`src/hw/rtl/nit_pkg.sv`:
```
// shared constants and types for the nested interval timer
`timescale 1ns / 1ps

package nit_pkg;

   localparam int STACK_DEPTH = 16;
   localparam int CNT_W       = $clog2(STACK_DEPTH + 1);
   localparam int IDX_W       = (STACK_DEPTH > 1) ? $clog2(STACK_DEPTH) : 1;
   localparam int TIME_W      = 48;
   localparam int ID_W        = 16;
   localparam int DEPTH_W     = 4;
   localparam int ENTRY_W     = ID_W + TIME_W;

   localparam logic KIND_BEGIN = 1'b0;
   localparam logic KIND_END   = 1'b1;

   typedef enum logic [1:0] {
      STATUS_OK        = 2'd0,
      STATUS_UNDERFLOW = 2'd1,
      STATUS_OVERFLOW  = 2'd2
   } status_type;

   typedef enum logic {
      ST_IDLE = 1'b0,
      ST_POP  = 1'b1
   } state_type;

endpackage

```
`src/hw/rtl/nested_interval_timer.sv`:
```
// nested interval timer top level: stack of open regions in a synchronous memory
`timescale 1ns / 1ps

// Each item is a begin or an end carrying a region id and a 48-bit timestamp.
// A begin pushes id and start time onto a stack memory of nit_pkg::STACK_DEPTH
// entries and gives no result; an end pops the innermost region and gives one
// record with id, nesting depth (modulo 16), start time and duration modulo
// 2^48. An end on an empty stack gives an underflow status, a begin on a full
// stack an overflow status; both leave the stack as it was. With the enable
// register low every item is taken and dropped. Begins and errors can follow
// back to back; a successful end passes through the ST_POP state, because the
// stack memory read is registered before the record can be formed, and the
// input is stalled in ST_POP. The result register lets the next item in while
// the previous result is being taken; an item also waits while an unconsumed
// result is stalled. There is no clearing pass: the count alone says what is
// valid.
module nested_interval_timer (
   input  logic                         clock,
   input  logic                         reset,
   // input channel
   input  logic                         req_valid,
   output logic                         req_stall,
   input  logic                         req_kind,
   input  logic [nit_pkg::ID_W-1:0]     req_region_id,
   input  logic [nit_pkg::TIME_W-1:0]   req_time_us,
   // result channel
   output logic                         rsp_valid,
   input  logic                         rsp_stall,
   output logic [1:0]                   rsp_status,
   output logic [nit_pkg::ID_W-1:0]     rsp_region_out,
   output logic [nit_pkg::DEPTH_W-1:0]  rsp_depth,
   output logic [nit_pkg::TIME_W-1:0]   rsp_start_us,
   output logic [nit_pkg::TIME_W-1:0]   rsp_duration_us,
   // configuration
   input  logic                         csr_we,
   input  logic                         csr_wdata
);

   // stack memory: id in the upper bits, start time in the lower bits
   logic [nit_pkg::ENTRY_W-1:0] stack_mem [nit_pkg::STACK_DEPTH];
   logic [nit_pkg::ENTRY_W-1:0] rd_data_ff;

   nit_pkg::state_type          state_ff, state_in;
   logic [nit_pkg::CNT_W-1:0]   count_ff, count_in;
   logic                        enable_ff;
   logic [nit_pkg::TIME_W-1:0]  end_time_ff;

   // result register
   logic                        rsp_valid_ff;
   nit_pkg::status_type         status_ff;
   logic [nit_pkg::ID_W-1:0]    region_ff;
   logic [nit_pkg::DEPTH_W-1:0] depth_ff;
   logic [nit_pkg::TIME_W-1:0]  start_ff;
   logic [nit_pkg::TIME_W-1:0]  dur_ff;

   logic                        accept;
   logic                        full;
   logic                        empty;
   logic                        push_en;
   logic                        pop_en;
   logic                        err_en;
   nit_pkg::status_type         err_code;
   logic [nit_pkg::IDX_W-1:0]   push_idx;
   logic [nit_pkg::IDX_W-1:0]   pop_idx;
   logic [nit_pkg::CNT_W-1:0]   count_dec;

   // take an item only when no pop is in flight and the result slot drains
   assign req_stall = (state_ff != nit_pkg::ST_IDLE) || (rsp_valid_ff && rsp_stall);
   assign accept    = req_valid && !req_stall;

   assign full      = (count_ff == nit_pkg::CNT_W'(nit_pkg::STACK_DEPTH));
   assign empty     = (count_ff == '0);
   assign count_dec = count_ff - nit_pkg::CNT_W'(1);
   assign push_idx  = count_ff[nit_pkg::IDX_W-1:0];
   assign pop_idx   = count_dec[nit_pkg::IDX_W-1:0];

   // item decode
   always_comb begin
      push_en  = 1'b0;
      pop_en   = 1'b0;
      err_en   = 1'b0;
      err_code = nit_pkg::STATUS_OK;
      if (accept && enable_ff) begin
         if (req_kind == nit_pkg::KIND_BEGIN) begin
            if (full) begin
               err_en   = 1'b1;
               err_code = nit_pkg::STATUS_OVERFLOW;
            end else begin
               push_en  = 1'b1;
            end
         end else begin
            if (empty) begin
               err_en   = 1'b1;
               err_code = nit_pkg::STATUS_UNDERFLOW;
            end else begin
               pop_en   = 1'b1;
            end
         end
      end
   end

   // next state
   always_comb begin
      state_in = state_ff;
      case (state_ff)
         nit_pkg::ST_IDLE: begin
            if (pop_en) state_in = nit_pkg::ST_POP;
         end
         nit_pkg::ST_POP: begin
            state_in = nit_pkg::ST_IDLE;
         end
         default: begin
            state_in = nit_pkg::ST_IDLE;
         end
      endcase
   end

   // count update
   always_comb begin
      count_in = count_ff;
      if (push_en) begin
         count_in = count_ff + nit_pkg::CNT_W'(1);
      end else if (pop_en) begin
         count_in = count_dec;
      end
   end

   // stack memory: write on push, registered read on pop
   always_ff @(posedge clock) begin
      if (push_en) begin
         stack_mem[push_idx] <= {req_region_id, req_time_us};
      end
      if (pop_en) begin
         rd_data_ff <= stack_mem[pop_idx];
      end
   end

   // control registers
   always_ff @(posedge clock) begin
      if (reset) begin
         state_ff  <= nit_pkg::ST_IDLE;
         count_ff  <= '0;
         enable_ff <= 1'b0;
      end else begin
         state_ff  <= state_in;
         count_ff  <= count_in;
         if (csr_we) enable_ff <= csr_wdata;
      end
   end

   // end time travels with the pop
   always_ff @(posedge clock) begin
      if (pop_en) end_time_ff <= req_time_us;
   end

   // result valid
   always_ff @(posedge clock) begin
      if (reset) begin
         rsp_valid_ff <= 1'b0;
      end else if (err_en || (state_ff == nit_pkg::ST_POP)) begin
         rsp_valid_ff <= 1'b1;
      end else if (!rsp_stall) begin
         rsp_valid_ff <= 1'b0;
      end
   end

   // result payload: error codes load at once, records after the memory read
   always_ff @(posedge clock) begin
      if (err_en) begin
         status_ff <= err_code;
         region_ff <= '0;
         depth_ff  <= '0;
         start_ff  <= '0;
         dur_ff    <= '0;
      end else if (state_ff == nit_pkg::ST_POP) begin
         status_ff <= nit_pkg::STATUS_OK;
         region_ff <= rd_data_ff[nit_pkg::ENTRY_W-1:nit_pkg::TIME_W];
         depth_ff  <= nit_pkg::DEPTH_W'(count_ff);
         start_ff  <= rd_data_ff[nit_pkg::TIME_W-1:0];
         dur_ff    <= end_time_ff - rd_data_ff[nit_pkg::TIME_W-1:0];
      end
   end

   assign rsp_valid       = rsp_valid_ff;
   assign rsp_status      = status_ff;
   assign rsp_region_out  = region_ff;
   assign rsp_depth       = depth_ff;
   assign rsp_start_us    = start_ff;
   assign rsp_duration_us = dur_ff;

   // the result slot is free whenever a pop completes
   a_pop_slot_free: assert property (@(posedge clock) disable iff (reset)
      (state_ff == nit_pkg::ST_POP) |-> !rsp_valid_ff)
      else $error("pop completes onto an occupied result slot");

   // open count never passes the stack depth
   a_count_bound: assert property (@(posedge clock) disable iff (reset)
      count_ff <= nit_pkg::CNT_W'(nit_pkg::STACK_DEPTH))
      else $error("open count beyond stack depth");

   // an item taken while disabled leaves the stack alone
   a_disabled_hold: assert property (@(posedge clock) disable iff (reset)
      (accept && !enable_ff) |=> ($stable(count_ff) && (state_ff == nit_pkg::ST_IDLE)))
      else $error("disabled item changed the stack");

   // a successful end shows its OK record after the registered memory read and the ST_POP state
   a_pop_result: assert property (@(posedge clock) disable iff (reset)
      pop_en |=> ##1 (rsp_valid_ff && (status_ff == nit_pkg::STATUS_OK)))
      else $error("pop record missing");

endmodule

```
`config.mk`:
```
export PLATFORM = sky130hd
export DESIGN_NAME = nested_interval_timer
export DESIGN_NICKNAME = d
export VERILOG_FILES = /design/src/hw/rtl/nit_pkg.sv /design/src/hw/rtl/nested_interval_timer.sv
export SDC_FILE = /design/constraint.sdc
export NUM_CORES = 1
export LEC_CHECK = 0
export ABC_AREA = 0
export CAP_MARGIN = 10
export CELL_PAD_IN_SITES_DETAIL_PLACEMENT = 0
export CELL_PAD_IN_SITES_GLOBAL_PLACEMENT = 1
export CORE_ASPECT_RATIO = 1.5
export CORE_MARGIN = 3
export CORE_UTILIZATION = 45
export DETAILED_ROUTE_END_ITERATION = 10
export DONT_BUFFER_PORTS = 1
export PLACE_DENSITY_LB_ADDON = 0.08
export SLEW_MARGIN = 20
export SYNTH_ARGS = -nofsm -noshare
export SYNTH_HDL_FRONTEND = slang
export SYNTH_SLANG_ARGS = --single-unit
export TNS_END_PERCENT = 20
```
`constraint.sdc`:
```
create_clock -name clock -period 6.9 [get_ports clock]
set_clock_uncertainty 0.2 [all_clocks]
set_input_delay 0.345 -clock clock [delete_from_list [all_inputs] [get_ports clock]]
set_output_delay 0.345 -clock clock [all_outputs]
set_load 0.02 [all_outputs]
```
Word level (Yosys, flattened, before mapping). Memory sizes are Yosys's and may differ from the RTL's. A register that Yosys moved wholly into a read port is not among the register bits. Cells that the tools add are included. W data, S select, Z words.

Bitwise operators: 1. Reduce and logical (&&, ||, !) cells: 9. Add/subtract/negate cells: 3. Multiplexer cells: 24. Equal/unequal tests: 2.

Operators with widths (number): $sub A48 B48 Y48 (1); $mux W1 (16); $mux W2 (5); $mux W5 (2); $add A5 B1 Y5 const B (1); $eq A5 B5 Y1 const B (1); $logic_not A5 Y1 (1); $sub A5 B1 Y5 const B (1); $reduce_bool A2 Y1 (2); $logic_and A1 B1 Y1 (3); $logic_or A1 B1 Y1 (2); $ne A2 B1 Y1 const B (1); $pmux W1 S2 (1); $logic_not A1 Y1 (1); $not A1 Y1 (1).

Output and inout port bits: 120. Memories kept: 1. RAM bits: 1024. Logic and storage cells: 50. Register bits after elaboration: 174.

Memory list: stack_mem (words 16, width 64, read ports 1, clocked after memory_dff 1, wr ports 1, RTL line nested_interval_timer.sv:40) `logic [nit_pkg::ENTRY_W-1:0] stack_mem [nit_pkg::STACK_DEPTH];`.

Logic depth before layout (Yosys ltp).
Depth after elaboration: 8. Gate-level depth with buffers: 14. Depth with buffers taken out: 12.

Worst setup path after synthesis. OpenSTA, ideal clock, no wires.

Kind: register -> register. From: register count_ff[0] in the netlist's numbering. To: register count_ff[4] in the netlist's numbering. Arrival: 4.796 ns. Period minus slack after synthesis: 5.120 ns. Setup slack: 1.780 ns. Library setup time: 0.124 ns. Cell stages (with the launch flop): 13. Cell sequence: dfxtp_1 > buf_2 > clkbuf_1 > buf_1 > inv_1 > ha_1 > nand2_1 > or2_2 > nand3_1 > inv_1 > a31oi_1 > xor2_1 > nor2_1.

Longest elaborated chain between the ends: 5. Elaborated cells on any way between the ends: 13.

RTL lines: from (decl) (RTL line nested_interval_timer.sv:44) `logic [nit_pkg::CNT_W-1:0] count_ff, count_in;`; from (signal assigned) (RTL line nested_interval_timer.sv:146) `count_ff <= count_in;`; $logic_not A5 Y1 (RTL line nested_interval_timer.sv:72) `assign empty = (count_ff == '0);`; $mux W1 (RTL line nested_interval_timer.sv:92) `if (empty) begin`; $mux W1 (RTL line nested_interval_timer.sv:84) `if (req_kind == nit_pkg::KIND_BEGIN) begin`; $mux W1 (RTL line nested_interval_timer.sv:83) `if (accept && enable_ff) begin`; net pop_en (RTL line nested_interval_timer.sv:60) `logic pop_en;`; $reduce_bool A2 Y1 (no line).

The timed path passes the listed nets, and every way through them passes these cells. The select of a mux whose other input is x is not followed. A chain may end at the register's enable or synchronous reset.

Worst setup path after layout.
From: register rd_data_ff[0] in the netlist's numbering, read port of stack_mem. To: register dur_ff (netlist bit rsp_duration_us[42]).

Longest elaborated chain between the ends: 1.

RTL lines: from (decl) (RTL line nested_interval_timer.sv:41) `logic [nit_pkg::ENTRY_W-1:0] rd_data_ff;`; $sub A48 B48 Y48 (RTL line nested_interval_timer.sv:180) `dur_ff <= end_time_ff - rd_data_ff[nit_pkg::TIME_W-1:0];`; to (signal assigned) (RTL line nested_interval_timer.sv:180); to (decl) (RTL line nested_interval_timer.sv:54) `logic [nit_pkg::TIME_W-1:0] dur_ff;`.

Every way passes these cells.

==> summary.txt <==
Synth
  – Multiplexer share of the synthesized area: 16.40%
  – Syn Inst Count: 2444
  – Largest family of logic cells by synthesized area: multiplexers
  – Netlist Area Pre-Place: 49090 um2
  – Syn. warnings: 0
  – Synthesized net count: 2568
  – Seq cells post-synth: 1262
  – Adder-cell share of the synthesized area: 1.366%
  – Xor and xnor fraction of the mapped netlist area: 0.8385%
  – Number of flops mapped to enable cells by yosys: 1138
  – Avg Cell Area, Syn: 20.09 um2
  – Post-synthesis compound-gate area fraction: 2.696%
  – Top_reg_cell synth: edfxtp_1
  – Asr flop ratio synth: 0%
  – Simple-Gate Fraction of Synth Area: 2.635%
  – Seq/Total Area, Yosys: 74.66%
  – Netlist cell types: 61

STA
  – Post-route setup TNS: 0 ns
  – Fmax: 222.1 MHz
  – RSZ-0062 raised after global routing: false
  – Final setup vio count: 0
  – Min Clock Period, post-route: 4.502 ns
  – Final Hold Violating Endpoints: 0
  – Slew Viols, Final: 0
  – Slew headroom: 24.38%
  – Period utilization: 65.24%
  – Worst-margin pin slew: 1.127 ns

Routing
  – Iter 0 DRT Violations: 1934
  – Drt drc: 0
  – Mean number of vias per cell: 5.845
  – Vias: 23.80k
  – Detailed-route wire length: 122.3 mm
  – Routed len/inst: 30.04 um
  – Drt first pass iters: 5
  – Post-detailed-route count of antenna-violating nets: 0

Clock tree
  – Num CTS Buffers: 116
  – Cts hold-fix bufs: 71
  – Post-CTS Setup Bufs: 0
  – CTS tree: built
  – Clock sink count: 1262
  – Clk_lat worst skew: 0.72 ns
  – H-Tree Depth: 3
  – CTS clock-pin slew for the worst setup and hold paths: 0.07 ns
  – Root Driver: clkbuf_16
  – Clock tree buffer depth: 3
  – Post-CTS Resized: 0

Die
  – Site Rows: 147
  – Die area: 113200 um2
  – Core area: 107600 um2
  – Die width: 275.7 um
  – # IOs: 191
  – Die H: 410.5 um
  – Initial core utilization: 45.63%

Layout
  – Final nets: 2676
  – Commonest non-fill, non-tap cell in the layout: edfxtp_1
  – Share of cells above drive strength 1: 21.61%
  – Commonest non-fill, non-tap cells in the layout: edfxtp_1 (1138), mux4_2 (320), nor2_1 (131)
  – Layout fillers: 8594
  – Area grow syn2layout: 12.80%

Place
  – Final GP Congestion: 0.8144
  – Post-DP HPWL: 67.07 mm
  – PortBufs: 0

GRT
  – Vias in the first global route: 24.86k
  – Grt total ovfl: 0
  – Initial antenna violation count: 9
  – GRT Total Usage: 21.95%
  – First-pass GRT wire length: 177.5 mm
  – Largest net degree at the start of global routing: 133

Worst setup path
  – Worst path top cell family by delay: compound AO/OA/AOI/OAI gates
  – Crit. End Element: flop
  – Worst-path cell chain: ha_1 > fa_1 > nand2b_1 > a21o_1 > a31oi_1 > o21ai_0 > a311oi_1 > a21oi_1 > o21ai_1 > xor2_1 > a22o_1
  – Crit path max fanout: 3
  – CP max stage delay: 0.96 ns
  – R2r setup slk: 2.40 ns
  – Arr. time, crit path: 4.97 ns
  – Worst Setup Path Type: reg -> reg
  – Critical path buffer and inverter count: 0
  – CP max-delay cell: a311oi_1
  – WP data required: 7.36 ns
  – Crit path launch type: flop

Worst hold path
  – Min-delay worst type: in -> reg

Outcome
  – Status: completed

Power
  – Max rail drop VDD: 0.2755 mV
  – Final Power: 0.01579 W
  – Leak Pwr: 17.48 nW
  – Power Dens Cells: 285.1 nW/um2

Flow run
  – Max Cap Viol: 0
## per-layer routing
layer | GRT usage, % | up-vias | share of wire [%]
li1 | - | 10150 | -
met1 | 30.26 | 12800 | 42
met2 | 36.49 | 703 | 50
met3 | 3.907 | 145 | 6.3
met4 | 5.448 | 2 | 1.9
met5 | 0 | - | 0.011
## cells in the mapped netlist, types with 4 or more instances
library cell / count / share of area (%)
a31oi_1: 6 / 0.076
nor2b_1: 5 / 0.064
nand4_1: 14 / 0.18
nand3_1: 18 / 0.18
a211oi_1: 7 / 0.11
nand2b_1: 6 / 0.076
edfxtp_1: 1138 / 70
a21o_1: 26 / 0.40
nor3_1: 14 / 0.14
ha_1: 52 / 1.3
buf_1: 25 / 0.19
o22ai_1: 10 / 0.13
mux4_2: 320 / 15
nand2_1: 65 / 0.50
and2_1: 19 / 0.24
nor2_1: 132 / 1.0
dfxtp_1: 124 / 5.1
buf_2: 8 / 0.082
o21bai_1: 8 / 0.12
and3_1: 8 / 0.10
inv_1: 63 / 0.48
o211ai_1: 4 / 0.061
clkbuf_1: 85 / 0.65
a21oi_1: 68 / 0.69
a22o_1: 5 / 0.089
mux2i_1: 83 / 1.7
o21ai_0: 37 / 0.38
o21ai_1: 4 / 0.041
xnor2_1: 27 / 0.48
xor2_1: 20 / 0.36
## worst register-to-register path: cells and delay by family (launching register included)
kind / cells / cell delay [ns]
adder cells (fa/ha/maj): 2 / 0.69
XOR/XNOR: 1 / 0.22
AO/OA/AOI/OAI: 7 / 2.65
flip-flops: 1 / 0.51
AND/OR/NAND/NOR: 1 / 0.19
## registers in the layout, indices dropped and copies added, names as in the netlist
register	count
count_ff	5
enable_ff	1
end_time_ff	48
rd_data_ff	64
rsp_depth	4
rsp_duration_us	48
rsp_region_out	16
rsp_start_us	48
rsp_status	2
rsp_valid	1
stack_mem	1024
state_ff	1
## kinds of logic after synthesis
family | count (synthesis)
fa+ha+maj | 53
buf+inv | 181
simple gates | 291
xor+xnor | 47
mux | 404
flops | 1262
compound gates | 206
## layout make-up
cell class	instances	area, um2	share of cell area, %
multi-input cells	1001	11840	21.38
flip-flops and latches	1262	36660	66.21
clock inverters	69	678.2	1.225
repair buffers	108	1013	1.830
diodes	5	12.51	0.02259
inverters	63	241.5	0.4361
well taps	1415	1770	3.197
clock buffers	149	3159	5.705
## worst paths after layout
| kind | start | end | depth (start not counted) |
|---|---|---|---|
| max | rd_data_ff[0] | rsp_duration_us[42] | 11 |
| min | csr_we | enable_ff | 3 |
| max reg2reg | rd_data_ff[0] | rsp_duration_us[42] | 11 |
| min reg2reg | rd_data_ff[59] | rsp_region_out[11] | 2 |
## metrics by stage
stage	cell area, um2	cells	util, %	hold WS, ns	worst slack (ns)
floorplan	49090	2444	-	0.2439	1.780
global placement	50810	3778	47.22	0.2278	2.428
detailed placement	50820	3778	47.23	0.2288	2.463
CTS	55360	4067	51.46	0.07764	2.429
global route	55360	4067	51.46	0.1743	2.231
finish	55380	4072	51.47	0.1328	2.398
## report_power, final
part	total (W)	switching (W)	internal [W]
Combinational	0.000537	0.000290	0.000246
Clock	0.00646	0.00284	0.00362
Sequential	0.00879	0.000319	0.00848
Total	0.0158	0.00345	0.0123
Note: power is estimated with default switching activity, not from simulation.
